### src/hdl/slcp_pkg.sv
// Shared types, constants and the level scaling function for the serial light
// command parser. No dependencies; every other file in hdl/ except slcp_in_reg uses this package.

package slcp_pkg;

    // Sliding window geometry
    localparam int WIN_BYTES = 8;
    localparam int WIN_IDX_W = $clog2(WIN_BYTES);
    localparam int FILL_W    = WIN_IDX_W + 1;

    // Packet header bytes
    localparam logic [7:0] HDR0 = 8'd65;
    localparam logic [7:0] HDR1 = 8'd86;
    localparam logic [7:0] HDR2 = 8'd65;

    // Register reset values
    localparam logic [7:0]  DEFAULT_MAX     = 8'd100;
    localparam logic [15:0] DEFAULT_TIMEOUT = 16'd30000;

    // Channel count and result packing
    localparam int NUM_CH    = 4;
    localparam int OUT_BITS  = 2 + NUM_CH * 8;
    localparam int OUT_DATA_W = ((OUT_BITS + 7) / 8) * 8;

    // Config register indexes
    typedef enum logic [2:0] {
        REG_MAX_RED    = 3'd0,
        REG_MAX_GREEN  = 3'd1,
        REG_MAX_BLUE   = 3'd2,
        REG_MAX_YELLOW = 3'd3,
        REG_TIMEOUT    = 3'd4
    } t_reg_idx;

    // Command codes carried in the fourth window byte
    typedef enum logic [7:0] {
        CMD_OFF    = 8'd0,
        CMD_SET    = 8'd1,
        CMD_RESUME = 8'd2
    } t_cmd;

    typedef logic [NUM_CH-1:0][7:0] t_levels;

    // Config register contents
    typedef struct packed {
        t_levels     max_level;
        logic [15:0] timeout;
    } t_cfg;

    // Packet detection result for the current beat
    typedef struct packed {
        logic       packet;
        logic [7:0] cmd;
        t_levels    power;
    } t_win_status;

    // power * maxv / 255, truncated; exact reciprocal form for 16-bit products
    function automatic logic [7:0] scale_level(input logic [7:0] power,
                                               input logic [7:0] maxv);
        logic [15:0] prod;
        logic [15:0] sum;
        begin
            prod = {8'd0, power} * {8'd0, maxv};
            sum  = prod + {8'd0, prod[15:8]} + 16'd1;
            return sum[15:8];
        end
    endfunction

endpackage

### src/hdl/serial_light_command_parser.sv
// Serial light command parser, top level. An accepted input beat waits in the input
// register and loads into the result register unless the output stalls. Throughput:
// one beat per cycle unless m_axis_tready stalls; window, header match, four 8x8
// scalings and countdown all settle in the single stage between the two registers.
// Reset (i_rst_n low, synchronous): window empty, pause clear, countdown disarmed,
// levels zero, full-scale levels 100, resume timeout 30000. Depends on slcp_pkg.

module serial_light_command_parser (
    input  logic                            i_clk,
    input  logic                            i_rst_n,
    input  logic                            s_axis_tvalid,
    output logic                            s_axis_tready,
    input  logic [7:0]                      s_axis_tdata,   // [7:0] rx_byte
    input  logic                            s_axis_tuser,   // [0] action
    output logic                            m_axis_tvalid,
    input  logic                            m_axis_tready,
    // [0] paused, [1] packet_seen, [9:2] red_power, [17:10] green_power,
    // [25:18] blue_power, [33:26] yellow_power, upper bits zero
    output logic [slcp_pkg::OUT_DATA_W-1:0] m_axis_tdata,
    input  logic                            i_cfg_we,
    input  logic [2:0]                      i_cfg_addr,
    input  logic [15:0]                     i_cfg_wdata
);

    slcp_pkg::t_cfg        w_cfg;
    slcp_pkg::t_win_status w_status;
    logic                  w_adv;
    logic                  w_in_valid;
    logic                  w_in_action;
    logic [7:0]            w_in_byte;

    slcp_cfg_regs u_cfg (
        .i_clk       (i_clk),
        .i_rst_n     (i_rst_n),
        .i_cfg_we    (i_cfg_we),
        .i_cfg_addr  (i_cfg_addr),
        .i_cfg_wdata (i_cfg_wdata),
        .o_cfg       (w_cfg)
    );

    slcp_in_reg u_in (
        .i_clk         (i_clk),
        .i_rst_n       (i_rst_n),
        .s_axis_tvalid (s_axis_tvalid),
        .s_axis_tready (s_axis_tready),
        .s_axis_tdata  (s_axis_tdata),
        .s_axis_tuser  (s_axis_tuser),
        .i_adv         (w_adv),
        .o_valid       (w_in_valid),
        .o_action      (w_in_action),
        .o_byte        (w_in_byte)
    );

    // Only received bytes enter the window
    slcp_window u_win (
        .i_clk    (i_clk),
        .i_rst_n  (i_rst_n),
        .i_push   (w_in_valid && w_adv && !w_in_action),
        .i_byte   (w_in_byte),
        .o_status (w_status)
    );

    slcp_ctrl u_ctrl (
        .i_clk         (i_clk),
        .i_rst_n       (i_rst_n),
        .i_in_valid    (w_in_valid),
        .i_action      (w_in_action),
        .i_status      (w_status),
        .i_cfg         (w_cfg),
        .o_adv         (w_adv),
        .m_axis_tvalid (m_axis_tvalid),
        .m_axis_tready (m_axis_tready),
        .m_axis_tdata  (m_axis_tdata)
    );

endmodule

### src/hdl/slcp_cfg_regs.sv
// Configuration registers: channel full-scale levels and resume timeout.
// Depends on slcp_pkg.

module slcp_cfg_regs (
    input  logic                i_clk,
    input  logic                i_rst_n,
    input  logic                i_cfg_we,
    input  logic [2:0]          i_cfg_addr,
    input  logic [15:0]         i_cfg_wdata,
    output slcp_pkg::t_cfg      o_cfg
);

    slcp_pkg::t_levels r_max;
    logic [15:0]       r_timeout;

    // Write one register per enabled cycle; unknown indexes drop
    always_ff @(posedge i_clk) begin
        if (!i_rst_n) begin
            r_max     <= {slcp_pkg::NUM_CH{slcp_pkg::DEFAULT_MAX}};
            r_timeout <= slcp_pkg::DEFAULT_TIMEOUT;
        end else if (i_cfg_we) begin
            unique case (i_cfg_addr)
                slcp_pkg::REG_MAX_RED:    r_max[0]  <= i_cfg_wdata[7:0];
                slcp_pkg::REG_MAX_GREEN:  r_max[1]  <= i_cfg_wdata[7:0];
                slcp_pkg::REG_MAX_BLUE:   r_max[2]  <= i_cfg_wdata[7:0];
                slcp_pkg::REG_MAX_YELLOW: r_max[3]  <= i_cfg_wdata[7:0];
                slcp_pkg::REG_TIMEOUT:    r_timeout <= i_cfg_wdata;
                default: begin
                end
            endcase
        end
    end

    assign o_cfg.max_level = r_max;
    assign o_cfg.timeout   = r_timeout;

endmodule

### src/hdl/slcp_in_reg.sv
// Input register stage: captures one beat (action and byte) per cycle while i_adv lets the held beat move on.
// Depends on slcp_pkg only by convention; no package items used.

module slcp_in_reg (
    input  logic       i_clk,
    input  logic       i_rst_n,
    input  logic       s_axis_tvalid,
    output logic       s_axis_tready,
    input  logic [7:0] s_axis_tdata,   // [7:0] rx_byte
    input  logic       s_axis_tuser,   // [0] action (1 = tick)
    input  logic       i_adv,
    output logic       o_valid,
    output logic       o_action,
    output logic [7:0] o_byte
);

    logic       r_valid;
    logic       r_action;
    logic [7:0] r_byte;

    assign s_axis_tready = !r_valid || i_adv;

    // Refill whenever the held beat moves on or the stage is empty
    always_ff @(posedge i_clk) begin
        if (!i_rst_n) begin
            r_valid <= 1'b0;
        end else if (s_axis_tready) begin
            r_valid <= s_axis_tvalid;
        end
    end

    always_ff @(posedge i_clk) begin
        if (s_axis_tready && s_axis_tvalid) begin
            r_action <= s_axis_tuser;
            r_byte   <= s_axis_tdata;
        end
    end

    assign o_valid  = r_valid;
    assign o_action = r_action;
    assign o_byte   = r_byte;

endmodule

### src/hdl/slcp_window.sv
// Eight-byte sliding receive window with fill count and header match.
// Depends on slcp_pkg.

module slcp_window (
    input  logic                    i_clk,
    input  logic                    i_rst_n,
    input  logic                    i_push,
    input  logic [7:0]              i_byte,
    output slcp_pkg::t_win_status   o_status
);

    localparam logic [slcp_pkg::FILL_W-1:0] FULL = slcp_pkg::FILL_W'(slcp_pkg::WIN_BYTES);

    logic [slcp_pkg::WIN_BYTES-1:0][7:0] r_win;
    logic [slcp_pkg::WIN_BYTES-1:0][7:0] n_win;
    logic [slcp_pkg::FILL_W-1:0]         r_fill;
    logic [slcp_pkg::FILL_W-1:0]         n_fill;
    logic                                w_match;

    // Append the byte, or shift out the oldest when full
    always_comb begin
        n_win  = r_win;
        n_fill = r_fill;
        if (i_push) begin
            if (r_fill >= FULL) begin
                for (int i = 0; i < slcp_pkg::WIN_BYTES - 1; i++) begin
                    n_win[i] = r_win[i+1];
                end
                n_win[slcp_pkg::WIN_BYTES-1] = i_byte;
            end else begin
                n_win[r_fill[slcp_pkg::WIN_IDX_W-1:0]] = i_byte;
                n_fill = r_fill + 1'b1;
            end
        end
        w_match = i_push && (n_fill == FULL) &&
                  (n_win[0] == slcp_pkg::HDR0) &&
                  (n_win[1] == slcp_pkg::HDR1) &&
                  (n_win[2] == slcp_pkg::HDR2);
    end

    // Window contents need no reset: only read once full
    always_ff @(posedge i_clk) begin
        r_win <= n_win;
    end

    // Empty the window after a packet
    always_ff @(posedge i_clk) begin
        if (!i_rst_n) begin
            r_fill <= '0;
        end else if (w_match) begin
            r_fill <= '0;
        end else begin
            r_fill <= n_fill;
        end
    end

    assign o_status.packet = w_match;
    assign o_status.cmd    = n_win[3];
    assign o_status.power  = {n_win[7], n_win[6], n_win[5], n_win[4]};

endmodule

### src/hdl/slcp_ctrl.sv
// Pause flag, resume countdown, channel levels and the result register.
// Depends on slcp_pkg.

module slcp_ctrl (
    input  logic                            i_clk,
    input  logic                            i_rst_n,
    input  logic                            i_in_valid,
    input  logic                            i_action,
    input  slcp_pkg::t_win_status           i_status,
    input  slcp_pkg::t_cfg                  i_cfg,
    output logic                            o_adv,
    output logic                            m_axis_tvalid,
    input  logic                            m_axis_tready,
    // [0] paused, [1] packet_seen, [9:2] red_power, [17:10] green_power,
    // [25:18] blue_power, [33:26] yellow_power, upper bits zero
    output logic [slcp_pkg::OUT_DATA_W-1:0] m_axis_tdata
);

    logic                            r_pause;
    logic                            n_pause;
    logic [15:0]                     r_cnt;
    logic [15:0]                     n_cnt;
    slcp_pkg::t_levels               r_level;
    slcp_pkg::t_levels               n_level;
    logic                            n_seen;
    logic                            w_step;
    logic                            r_out_valid;
    logic [slcp_pkg::OUT_DATA_W-1:0] r_out_data;

    assign o_adv  = !r_out_valid || m_axis_tready;
    assign w_step = i_in_valid && o_adv;

    // Next state for one beat
    always_comb begin
        n_pause = r_pause;
        n_cnt   = r_cnt;
        n_level = r_level;
        n_seen  = 1'b0;
        if (w_step) begin
            if (i_action) begin
                if (r_cnt != 16'd0) begin
                    n_cnt = r_cnt - 16'd1;
                    if (r_cnt == 16'd1) begin
                        n_pause = 1'b0;
                    end
                end
            end else if (i_status.packet) begin
                n_seen  = 1'b1;
                n_pause = 1'b1;
                n_cnt   = i_cfg.timeout;
                unique case (i_status.cmd)
                    slcp_pkg::CMD_OFF: begin
                        n_level = '0;
                    end
                    slcp_pkg::CMD_SET: begin
                        for (int c = 0; c < slcp_pkg::NUM_CH; c++) begin
                            n_level[c] = slcp_pkg::scale_level(i_status.power[c],
                                                               i_cfg.max_level[c]);
                        end
                    end
                    slcp_pkg::CMD_RESUME: begin
                        n_pause = 1'b0;
                    end
                    default: begin
                    end
                endcase
            end
        end
    end

    // Hold control state
    always_ff @(posedge i_clk) begin
        if (!i_rst_n) begin
            r_pause     <= 1'b0;
            r_cnt       <= 16'd0;
            r_level     <= '0;
            r_out_valid <= 1'b0;
        end else begin
            r_pause <= n_pause;
            r_cnt   <= n_cnt;
            r_level <= n_level;
            if (o_adv) begin
                r_out_valid <= i_in_valid;
            end
        end
    end

    // Load the result beat
    always_ff @(posedge i_clk) begin
        if (w_step) begin
            r_out_data <= slcp_pkg::OUT_DATA_W'({n_level[3], n_level[2], n_level[1],
                                                 n_level[0], n_seen, n_pause});
        end
    end

    assign m_axis_tvalid = r_out_valid;
    assign m_axis_tdata  = r_out_data;

    // Armed countdown drops by one on each tick
    a_cnt_dec: assert property (@(posedge i_clk) disable iff (!i_rst_n)
        (w_step && i_action && r_cnt != 16'd0) |=> (r_cnt == $past(r_cnt) - 16'd1))
        else $error("countdown did not decrement on tick");

    // Pause only rises on a packet
    a_pause_rise: assert property (@(posedge i_clk) disable iff (!i_rst_n)
        (!r_pause && n_pause) |-> (w_step && !i_action && i_status.packet))
        else $error("pause set without packet");

    // A packet always rearms the countdown
    a_rearm: assert property (@(posedge i_clk) disable iff (!i_rst_n)
        (w_step && !i_action && i_status.packet) |=> (r_cnt == $past(i_cfg.timeout)))
        else $error("countdown not rearmed by packet");

    // Levels change only on a packet beat
    a_level_hold: assert property (@(posedge i_clk) disable iff (!i_rst_n)
        !(w_step && !i_action && i_status.packet) |=> $stable(r_level))
        else $error("channel levels changed without packet");

endmodule
### config.mk
export PLATFORM = sky130hd
export DESIGN_NAME = serial_light_command_parser
export DESIGN_NICKNAME = d
export VERILOG_FILES = /design/src/hdl/slcp_pkg.sv /design/src/hdl/serial_light_command_parser.sv /design/src/hdl/slcp_cfg_regs.sv /design/src/hdl/slcp_in_reg.sv /design/src/hdl/slcp_window.sv /design/src/hdl/slcp_ctrl.sv
export SDC_FILE = /design/constraint.sdc
export NUM_CORES = 1
export LEC_CHECK = 0
export BUFFER_PORTS_ARGS = -buffer_cell sky130_fd_sc_hd__buf_2
export CORE_MARGIN = 2
export CORE_UTILIZATION = 38
export DETAILED_ROUTE_END_ITERATION = 7
export PLACE_DENSITY = 0.62
export SLEW_MARGIN = 0
export SYNTH_ARGS = -nofsm -noshare
export SYNTH_HDL_FRONTEND = slang
export SYNTH_SLANG_ARGS = --single-unit
### constraint.sdc
create_clock -name i_clk -period 9.7 [get_ports i_clk]
set_input_delay 1.94 -clock i_clk [delete_from_list [all_inputs] [get_ports i_clk]]
set_output_delay 1.94 -clock i_clk [all_outputs]
set_load 0.01 [all_outputs]
==> results.tsv, run 1 <==
stage	metric	value	unit
cts	Resized Gates After CTS	0	
run	Max-cap violations	0	
detailed_routing	Initial DRC Count	1228	
global_routing	global route total overflow	0	
global_routing	Overall Global Routing Usage	0.210	
synthesis	Yosys top cell by area	dfxtp_1	
cts	Clk Latency, worst-skew pair	0.56	ns
finish	Syn-to-layout area delta	10.6	%
timing	final setup margin	0.767	ns
worst_setup_path	CP Capture Type	flop	
global_routing	vias in the first global route	16400	
synthesis	number of flops mapped to enable cells by yosys	43	
detailed_routing	Vias	16300	
cts	CTS tree	done	
worst_setup_path	Worst path max stage delay	0.65	ns
floorplan	Core ar.	0.0502	sq mm
worst_hold_path	Hold WC Path Type	flop to flop	
cts	post-CTS setup repair buffer count	0	
worst_setup_path	Critical Path Start Type	primary input	
timing	f_max	112	MHz
floorplan	Die X	229	um
timing	fin. max-slew vios	0	
synthesis	mapped cell area	0.0193	sq mm
worst_setup_path	CP arrival	9.23	ns
worst_setup_path	CP required	9.99	ns
cts	CTS Buffer Depth	3	
timing	Final setup viols	0	
synthesis	dominant synthesized flop cell	dfxtp_1	
power	PwrDens	174	mW/mm^2
cts	H-Tree Depth	1	
timing	crit share post-route	0.921	
worst_setup_path	slowest CP cell	o21ai_1	
synthesis	share of the synthesized area in the top cell type	0.173	
cts	CTS Root Cell	clkbuf_16	
finish	Filler cells	4962	
synthesis	commonest cells in the netlist	inv_1, nand2_1, and2_1, ha_1, dfxtp_1	
floorplan	DIE HEIGHT	229	um
synthesis	synth top area cells	dfxtp_1, fa_1, ha_1, edfxtp_1, and2_1	
timing	RSZ-0062 raised after global routing	no	
timing	setup TNS	0	ns
synthesis	yosys warns	0	
cts	CTS clk-pin slew, worst paths	0.06	ns
detailed_routing	routed length per instance	18.6	um
timing	Hold Slack	0.461	ns
placement	gpl congestion	0.912	
timing	Final Hold Viols	0	
timing	slew margin rel.	0.281	
detailed_routing	post-route ant nets	0	
finish	layout cell share with drive strength beyond 1	0.0840	
finish	# diodes	0	
worst_setup_path	Top cell by count, worst path	fa_1	
timing	Slew @ Worst Pin	1.06	ns
global_routing	initial antenna violation count	3	
synthesis	most numerous cell in the Yosys netlist	inv_1	
synthesis	syn_area_per_cell	8.66	sq um
worst_setup_path	largest fanout on the critical path	28	
floorplan	number of core rows	82	
cts	clock tree sinks	210	
synthesis	Cells after Synth	2230	
power	Leak	0.00958	uW
floorplan	DIE AREA	0.0526	sq mm
worst_setup_path	critical path class	primary input to flop	
power	worst vdd ir	0.185	mV
finish	Layout Utilization	0.426	
timing	Layout Skew	0.0188	ns
global_routing	first-pass GRT wire length	89800	um
floorplan	io pins	75	
finish	Final Non-Filler Cells	2981	
cts	Hold-fix buffers, CTS	0	
synthesis	Async S/R FF share, synth	0	
synthesis	Seq/Total Area, Yosys	0.240	
placement	post-DP HPWL	41700	um
detailed_routing	mean number of vias per cell	5.48	
finish	nets@finish	2635	
detailed_routing	DRC violations left	0	
placement	placed insts	2935	
synthesis	flops & latches, synth	210	
placement	I/O Buffers	68	
status	run status	complete, no violations	
detailed_routing	WL final	55400	um
synthesis	post-synth cell types	92	
global_routing	largest net degree at the start of global routing	45	
placement	dpl ws	0.367	ns
floorplan	Starting Density	0.385	
cts	clock buffer count from CTS	25	
timing	Final Critical Period	8.93	ns
detailed_routing	first drt pass iteration count	5	
==> critical path: cells and delay by family <==
family / cells / cell delay (ns)
adders and majority gates: 6 / 2.67
AOI/OAI and AO/OA: 8 / 2.15
and+or+nand+nor: 7 / 1.34
xor gates and xnor gates: 2 / 0.61
buffers and inverters: 5 / 0.49
==> cells in the final DEF, fill, tap and decap left out, types with 9 or more instances in the layout <==
cell type / n
inv_1: 251
nand2_1: 237
and2_1: 178
ha_1: 168
dfxtp_1: 167
fa_1: 144
a21oi_1: 109
nor2_1: 72
buf_2: 68
o21ai_0: 66
nor2b_1: 61
nand3_1: 59
a22oi_1: 52
buf_4: 49
edfxtp_1: 43
xnor2_1: 39
nor3_1: 33
xor2_1: 32
nand4_1: 25
o2bb2ai_1: 25
clkbuf_16: 25
o22ai_1: 22
o21ai_1: 22
a21o_1: 22
a22o_1: 20
and3_1: 18
nor4_1: 17
a211oi_1: 16
o21a_1: 16
a31oi_1: 15
o211ai_1: 13
nand2b_1: 12
mux2i_1: 11
or3_1: 11
a221o_1: 10
or2_2: 10
o221ai_1: 9
o31ai_1: 9
==> path summary, 6_finish.rpt <==
check	startpoint	end	slack [ns]	cells after the start
setup / recovery	m_axis_tready	u_ctrl.m_axis_tdata[25]	0.77	28
hold / removal	u_ctrl.r_level[4]	u_ctrl.r_level[4]	0.46	2
setup reg to reg	u_in.o_action	u_ctrl.m_axis_tdata[25]	1.27	28
hold reg to reg	u_ctrl.r_level[4]	u_ctrl.r_level[4]	0.46	2
==> cell families after synthesis <==
family / count (synthesis) / share of synthesized area
xor gates and xnor gates: 75 / 0.0370
muxes: 13 / 0.00687
buffers and inverters: 344 / 0.0694
other: 1 / 0.000194
DFF: 210 / 0.240
adders and majority gates: 312 / 0.258
and+or+nand+nor: 786 / 0.217
AOI/OAI and AO/OA: 489 / 0.172
==> power breakdown <==
part | total [uW] | internal, uW | switching [uW]
registers | 980 | 934 | 45.7
clock network | 995 | 583 | 412
logic | 1750 | 696 | 1060
==> area by class of cell <==
| class | instances | area [sq um] | area share |
|---|---|---|---|
| repair buffers | 117 | 708 | 0.0332 |
| clock inverters | 19 | 219 | 0.0103 |
| inverters | 255 | 957 | 0.0448 |
| flip-flops and latches | 210 | 4630 | 0.217 |
| well taps | 672 | 841 | 0.0394 |
| multi-input cells | 1681 | 13400 | 0.626 |
| clock buffers | 27 | 633 | 0.0296 |
==> metal layers <==
layer / track usage / share of wire / wire [um]
met1: 0.295 / 0.47 / 25800
met2: 0.337 / 0.45 / 24900
met3: 0.0315 / 0.057 / 3170
met4: 0.0538 / 0.026 / 1450
met5: 0 / 0.00020 / 11
==> sequential cells by signal (all words and copies together) (netlist names), 4 cells and up <==
signal,count
u_cfg.r_timeout,16
u_win.r_win,64
u_ctrl.m_axis_tdata,34
u_win.r_fill,4
u_in.o_byte,8
u_ctrl.r_cnt,16
u_cfg.o_cfg,32
u_ctrl.r_level,32
==> through the flow <==
stage          total power [uW]  instance area, sq um
4_1_cts                    3730                 21400
3_5_place_dp               2720                 20500
3_3_place_gp               2680                 20500
6_report                   3730                 21400
5_1_grt                    3990                 21400
2_1_floorplan              2330                 19300
No activity file was read; power rests on OpenSTA's default activity.
==> run 2: changes to the inputs <==
Settings changed: ABC_AREA set to 1, CORE_MARGIN 2 to not set, RECOVER_POWER set to 50.
==> results.tsv, run 2 <==
stage	metric	value	unit	change
synthesis	Seq/Total Area, Yosys	0.232		was 0.240
timing	RSZ-0062 raised after global routing	no		unchanged
power	Int Pwr	3530	uW	was 2210 uW
worst_setup_path	Top cell by count, worst path	nand2_1		was fa_1
placement	gpl congestion	0.895		was 0.912
cts	CTS Root Cell	clkbuf_16		unchanged
cts	Clk Latency, worst-skew pair	0.58	ns	was 0.56 ns
detailed_routing	routed length per instance	14.2	um	was 18.6 um
synthesis	flops & latches, synth	210		unchanged
synthesis	yosys warns	0		unchanged
floorplan	Core ar.	0.0517	sq mm	was 0.0502 sq mm
cts	H-Tree Depth	1		unchanged
floorplan	number of core rows	83		was 82
worst_setup_path	slowest CP cell	fa_1		was o21ai_1
cts	clock tree sinks	210		unchanged
synthesis	most numerous cell in the Yosys netlist	nand2_1		was inv_1
floorplan	DIE AREA	0.0536	sq mm	was 0.0526 sq mm
timing	Slew @ Worst Pin	2.78	ns	was 1.06 ns
finish	# diodes	0		unchanged
timing	slew margin rel.	-0.853		was 0.281
finish	layout cell share with drive strength beyond 1	0.0405		was 0.0840
placement	dpl ws	0.902	ns	was 0.367 ns
finish	register bank with the most flops	u_win.r_win		unchanged
status	failing checks	capacitance limit, slew limit		
cts	Resized Gates After CTS	0		unchanged
power	fraction of power spent switching nets	0.567		was 0.406
detailed_routing	post-route ant nets	0		unchanged
power	sequential share of power	0.126		was 0.263
power	PwrDens	374	mW/mm^2	was 174 mW/mm^2
timing	setup TNS	0	ns	unchanged
synthesis	dominant synthesized flop cell	dfxtp_1		unchanged
synthesis	syn_area_per_cell	6.88	sq um	was 8.66 sq um
power	Tot Pwr	8150	uW	was 3730 uW
worst_setup_path	CP Capture Type	flop		unchanged
status	run status	finished with violations		was complete, no violations
timing	Layout Skew	0.0309	ns	was 0.0188 ns
floorplan	Die X	231	um	was 229 um
global_routing	first-pass GRT wire length	87200	um	was 89800 um
power	power share of the combinational group	0.754		was 0.470
synthesis	Yosys top cell by area	dfxtp_1		unchanged
worst_setup_path	largest fanout on the critical path	23		was 28
synthesis	share of the synthesized area in the top cell type	0.167		was 0.173
detailed_routing	WL final	52200	um	was 55400 um
timing	Final Hold Viols	0		unchanged
power	switching power	4620	uW	was 1510 uW
detailed_routing	first drt pass iteration count	6		was 5
worst_setup_path	Worst path max stage delay	0.51	ns	was 0.65 ns
synthesis	Cells after Synth	2908		was 2230
worst_hold_path	Hold WC Path Type	flop to flop		unchanged
synthesis	Async S/R FF share, synth	0		unchanged
cts	Hold-fix buffers, CTS	0		unchanged
cts	CTS tree	done		unchanged
floorplan	io pins	75		unchanged
global_routing	initial antenna violation count	0		was 3
detailed_routing	Vias	18100		was 16300
cts	CTS Buffer Depth	3		unchanged
worst_setup_path	critical path class	primary input to flop		unchanged
timing	Final setup viols	0		unchanged
floorplan	DIE HEIGHT	231	um	was 229 um
detailed_routing	mean number of vias per cell	4.93		was 5.48
timing	crit share post-route	0.851		was 0.921
timing	f_max	121	MHz	was 112 MHz
finish	nets@finish	3314		was 2635
global_routing	largest net degree at the start of global routing	62		was 45
placement	post-DP HPWL	40600	um	was 41700 um
finish	commonest non-fill, non-tap cell in the layout	nand2_1		was inv_1
floorplan	Starting Density	0.387		was 0.385
finish	most frequent cells in the layout	nand2_1, inv_1, nor2_1		was inv_1, nand2_1, and2_1
synthesis	commonest cells in the netlist	nand2_1, inv_1, nor2_1, nand3_1, ha_1		was inv_1, nand2_1, and2_1, ha_1, dfxtp_1
timing	fin. max-slew vios	141		was 0
timing	Final Critical Period	8.26	ns	was 8.93 ns
detailed_routing	Initial DRC Count	1034		was 1228
synthesis	post-synth cell types	48		was 92
worst_setup_path	CP arrival	8.57	ns	was 9.23 ns
detailed_routing	DRC violations left	0		unchanged
timing	final setup margin	1.44	ns	was 0.767 ns
run	Max-cap violations	3		was 0
finish	Syn-to-layout area delta	8.96	%	was 10.6%
worst_setup_path	CP required	10.01	ns	was 9.99 ns
power	Leak	0.0117	uW	was 0.00958 uW
worst_setup_path	Critical Path Start Type	primary input		unchanged
placement	I/O Buffers	68		unchanged
finish	max FFs per register	64		unchanged
cts	CTS clk-pin slew, worst paths	0.06	ns	about the same
power	Clock Power Share	0.120		was 0.267
global_routing	global route total overflow	0		unchanged
cts	post-CTS setup repair buffer count	0		unchanged
cts	clock buffer count from CTS	27		was 25
synthesis	synth top area cells	dfxtp_1, fa_1, nand2_1, ha_1, inv_1		was dfxtp_1, fa_1, ha_1, edfxtp_1, and2_1
synthesis	number of flops mapped to enable cells by yosys	43		unchanged
global_routing	vias in the first global route	17400		was 16400
global_routing	Overall Global Routing Usage	0.200		was 0.210
synthesis	mapped cell area	0.0200	sq mm	was 0.0193 sq mm
power	worst vdd ir	0.271	mV	was 0.185 mV
run 2: cell types whose count changed after synthesis, moves of 60 or more:
| cell | previous run | this run |
|---|---|---|
| nand2_1 | 237 | 654 |
| nor2b_1 | 61 | 1 |
| inv_1 | 251 | 545 |
| nor2_1 | 73 | 431 |
| nand3_1 | 59 | 210 |
| and2_1 | 179 | 0 |
run 2: power groups by stage:
stage | sequential, uW | clock [uW] | combinational (uW)
finish | 1020 | 978 | 6140
global route | 1030 | 1040 | 7130
CTS | 1020 | 1000 | 6110
detailed placement | 1040 | 0 | 6070
global placement | 1040 | 0 | 6100
floorplan | 1030 | 0 | 4770
run 2: worst paths after layout:
kind	from	end	slack (ns)	depth (start not counted)
worst max-delay path	m_axis_tready	u_ctrl.r_level[12]	1.44	34
worst min register to register	u_cfg.r_timeout[9]	u_cfg.r_timeout[9]	0.45	2
worst max register to register	u_in.o_action	u_ctrl.r_level[12]	2.43	31
worst min-delay path	u_cfg.r_timeout[9]	u_cfg.r_timeout[9]	0.45	2
run 2: cell type report:
class | count | area, sq um
Fill cell | 5481 | 29900
Multi-Input combinational cell | 2094 | 13000
Sequential cell | 210 | 4630
Inverter | 559 | 2100
Tap cell | 680 | 851
Clock buffer | 37 | 773
Timing Repair Buffer | 77 | 344
Clock inverter | 12 | 93.8
run 2: through the flow:
| step | hold slack (ns) | utilization | cell area (sq um) | instances |
|---|---|---|---|---|
| 2_1_floorplan | 0.424 | - | 20000 | 2913 |
| 3_3_place_gp | 0.436 | 0.407 | 21000 | 3620 |
| 3_5_place_dp | 0.444 | 0.407 | 21000 | 3620 |
| 4_1_cts | 0.452 | 0.423 | 21900 | 3669 |
| 5_1_grt | 0.489 | 0.422 | 21800 | 3669 |
| 6_report | 0.450 | 0.422 | 21800 | 3669 |
run 2: metal layers:
| layer | up-vias | wire length [um] | GRT usage |
|---|---|---|---|
| li1 | 9281 | - | - |
| met1 | 8373 | 24800 | 0.271 |
| met2 | 369 | 24100 | 0.337 |
| met3 | 62 | 2160 | 0.0204 |
| met4 | 0 | 1140 | 0.0546 |
| met5 | - | 0 | 0 |
run 2: kinds of logic after synthesis:
kind of cell / after synthesis / share of synthesized area
AND/OR/NAND/NOR: 1404 / 0.294
buffers and inverters: 609 / 0.119
AO/OA/AOI/OAI: 343 / 0.0936
adder cells (fa/ha/maj): 312 / 0.249
flip-flops: 210 / 0.232
XOR/XNOR: 28 / 0.0123
other: 1 / 0.000187
multiplexers: 1 / 0.000500
run 2: worst max-delay path: cells and delay by family:
family          cells  cell delay (ns)
xor+xnor            1             0.36
fa+ha+maj           6             2.62
buf+inv             7             0.86
simple gates       14             1.71
compound gates      6             1.06
==> run 3: changes to the inputs <==
Settings changed: CORE_ASPECT_RATIO set to 1.75.
==> results.tsv, run 3 (synthesis results as in run 2) <==
stage	metric	value	unit	change
status	run status	finished with violations		unchanged
status	failing checks	capacitance limit, slew limit		unchanged
detailed_routing	WL final	55600	um	was 52200 um
cts	clock tree sinks	210		unchanged
detailed_routing	post-route ant nets	0		unchanged
cts	post-CTS setup repair buffer count	0		unchanged
floorplan	Starting Density	0.387		about the same
finish	nets@finish	3309		was 3314
worst_setup_path	CP required	10.00	ns	was 10.01 ns
timing	Final Hold Viols	0		unchanged
floorplan	number of core rows	110		was 83
worst_setup_path	Critical Path Start Type	primary input		unchanged
floorplan	Core ar.	0.0517	sq mm	about the same
cts	Clk Latency, worst-skew pair	0.56	ns	was 0.58 ns
timing	final setup margin	1.29	ns	was 1.44 ns
worst_setup_path	slowest CP cell	fa_1		unchanged
cts	Resized Gates After CTS	0		unchanged
detailed_routing	Initial DRC Count	987		was 1034
timing	RSZ-0062 raised after global routing	no		unchanged
floorplan	DIE HEIGHT	306	um	was 231 um
timing	Final setup viols	0		unchanged
finish	commonest non-fill, non-tap cell in the layout	nand2_1		unchanged
detailed_routing	routed length per instance	15.2	um	was 14.2 um
placement	I/O Buffers	68		unchanged
finish	Filler cells	5606		was 5481
finish	layout cell share with drive strength beyond 1	0.0383		was 0.0405
finish	register bank with the most flops	u_win.r_win		unchanged
timing	setup TNS	0	ns	unchanged
timing	Final Critical Period	8.41	ns	was 8.26 ns
placement	gpl congestion	0.931		was 0.895
finish	footprint of the multi-input gates	0.0130	sq mm	unchanged
worst_setup_path	Top cell by count, worst path	nand2_1		unchanged
floorplan	DIE AREA	0.0536	sq mm	about the same
finish	Layout Utilization	0.419		was 0.422
global_routing	largest net degree at the start of global routing	62		unchanged
global_routing	first-pass GRT wire length	92200	um	was 87200 um
detailed_routing	DRC violations left	0		unchanged
cts	CTS Buffer Depth	3		unchanged
worst_hold_path	Hold WC Path Type	flop to flop		unchanged
global_routing	vias in the first global route	18900		was 17400
placement	post-DP HPWL	44600	um	was 40600 um
timing	Layout Skew	0.0230	ns	was 0.0309 ns
floorplan	Die X	175	um	was 231 um
finish	max FFs per register	64		unchanged
cts	CTS clk-pin slew, worst paths	0.06	ns	about the same
worst_setup_path	CP Capture Type	flop		unchanged
global_routing	initial antenna violation count	2		was 0
worst_setup_path	largest fanout on the critical path	26		was 23
worst_setup_path	Worst path max stage delay	0.55	ns	was 0.51 ns
timing	Slew @ Worst Pin	2.72	ns	was 2.78 ns
worst_setup_path	CP arrival	8.71	ns	was 8.57 ns
detailed_routing	first drt pass iteration count	5		was 6
detailed_routing	Vias	18300		was 18100
cts	CTS Root Cell	clkbuf_16		unchanged
finish	Syn-to-layout area delta	8.34	%	was 8.96%
timing	f_max	119	MHz	was 121 MHz
cts	H-Tree Depth	1		unchanged
cts	Hold-fix buffers, CTS	0		unchanged
timing	Hold Slack	0.453	ns	was 0.450 ns
global_routing	Overall Global Routing Usage	0.214		was 0.200
placement	dpl ws	0.964	ns	was 0.902 ns
finish	storage element area	0.00463	sq mm	unchanged
worst_setup_path	critical path class	primary input to flop		unchanged
timing	crit share post-route	0.867		was 0.851
cts	clock buffer count from CTS	22		was 27
global_routing	global route total overflow	0		unchanged
run	Max-cap violations	3		unchanged
timing	slew margin rel.	-0.813		was -0.853
detailed_routing	mean number of vias per cell	5.02		was 4.93
cts	CTS tree	done		unchanged
timing	fin. max-slew vios	141		unchanged
floorplan	io pins	75		unchanged
finish	most frequent cells in the layout	nand2_1, inv_1, nor2_1		unchanged
run 3: cell types whose count changed in the layout (fill, tap and decap cells not counted), moves of 2 or more:
cell / change
clkbuf_16: -5
clkbuf_1: -4
clkbuf_8: -3
buf_2: +2
bufinv_16: +2
run 3: critical path: cells and delay by family:
kind | cells | cell delay (ns)
adder cells (fa/ha/maj) | 6 | 2.75
AND/OR/NAND/NOR | 17 | 2.38
buffers and inverters | 7 | 0.85
XOR/XNOR | 1 | 0.45
AO/OA/AOI/OAI | 2 | 0.34
run 3: final cells by class:
class	count	area share
antenna	1	0.000115
tap	672	0.0388
sequential	210	0.214
timing repair buffer	77	0.0162
clock buffer	28	0.0278
inverter	559	0.0968
clock inverter	12	0.00652
multi-input combinational	2094	0.600
run 3: worst paths after layout:
check	startpoint	depth (start not counted)	slack, ns	to
setup / recovery	m_axis_tready	33	1.29	u_ctrl.r_level[7]
setup reg to reg	u_in.o_action	30	2.37	u_ctrl.r_level[7]
hold / removal	u_cfg.r_timeout[11]	2	0.45	u_cfg.r_timeout[11]
hold reg to reg	u_cfg.r_timeout[11]	2	0.45	u_cfg.r_timeout[11]
run 3: metrics by stage:
stage / cells / area (sq um)
finish: 3653 / 21700
detailed placement: 3612 / 21000
CTS: 3652 / 21800
global route: 3653 / 21700
floorplan: 2913 / 20000
global placement: 3612 / 21000
run 3: routing by layer:
metal / track usage / share of wire / vias up
met5: 0 / 0 / -
met3: 0.0184 / 0.030 / 168
li1: - / - / 9233
met2: 0.415 / 0.53 / 402
met4: 0.131 / 0.064 / 0
met1: 0.217 / 0.37 / 8531
Power of run 3 is left out: the tool's default activity adds up to more than one toggle a clock period on the data nets, which glitch-free logic cannot reach.
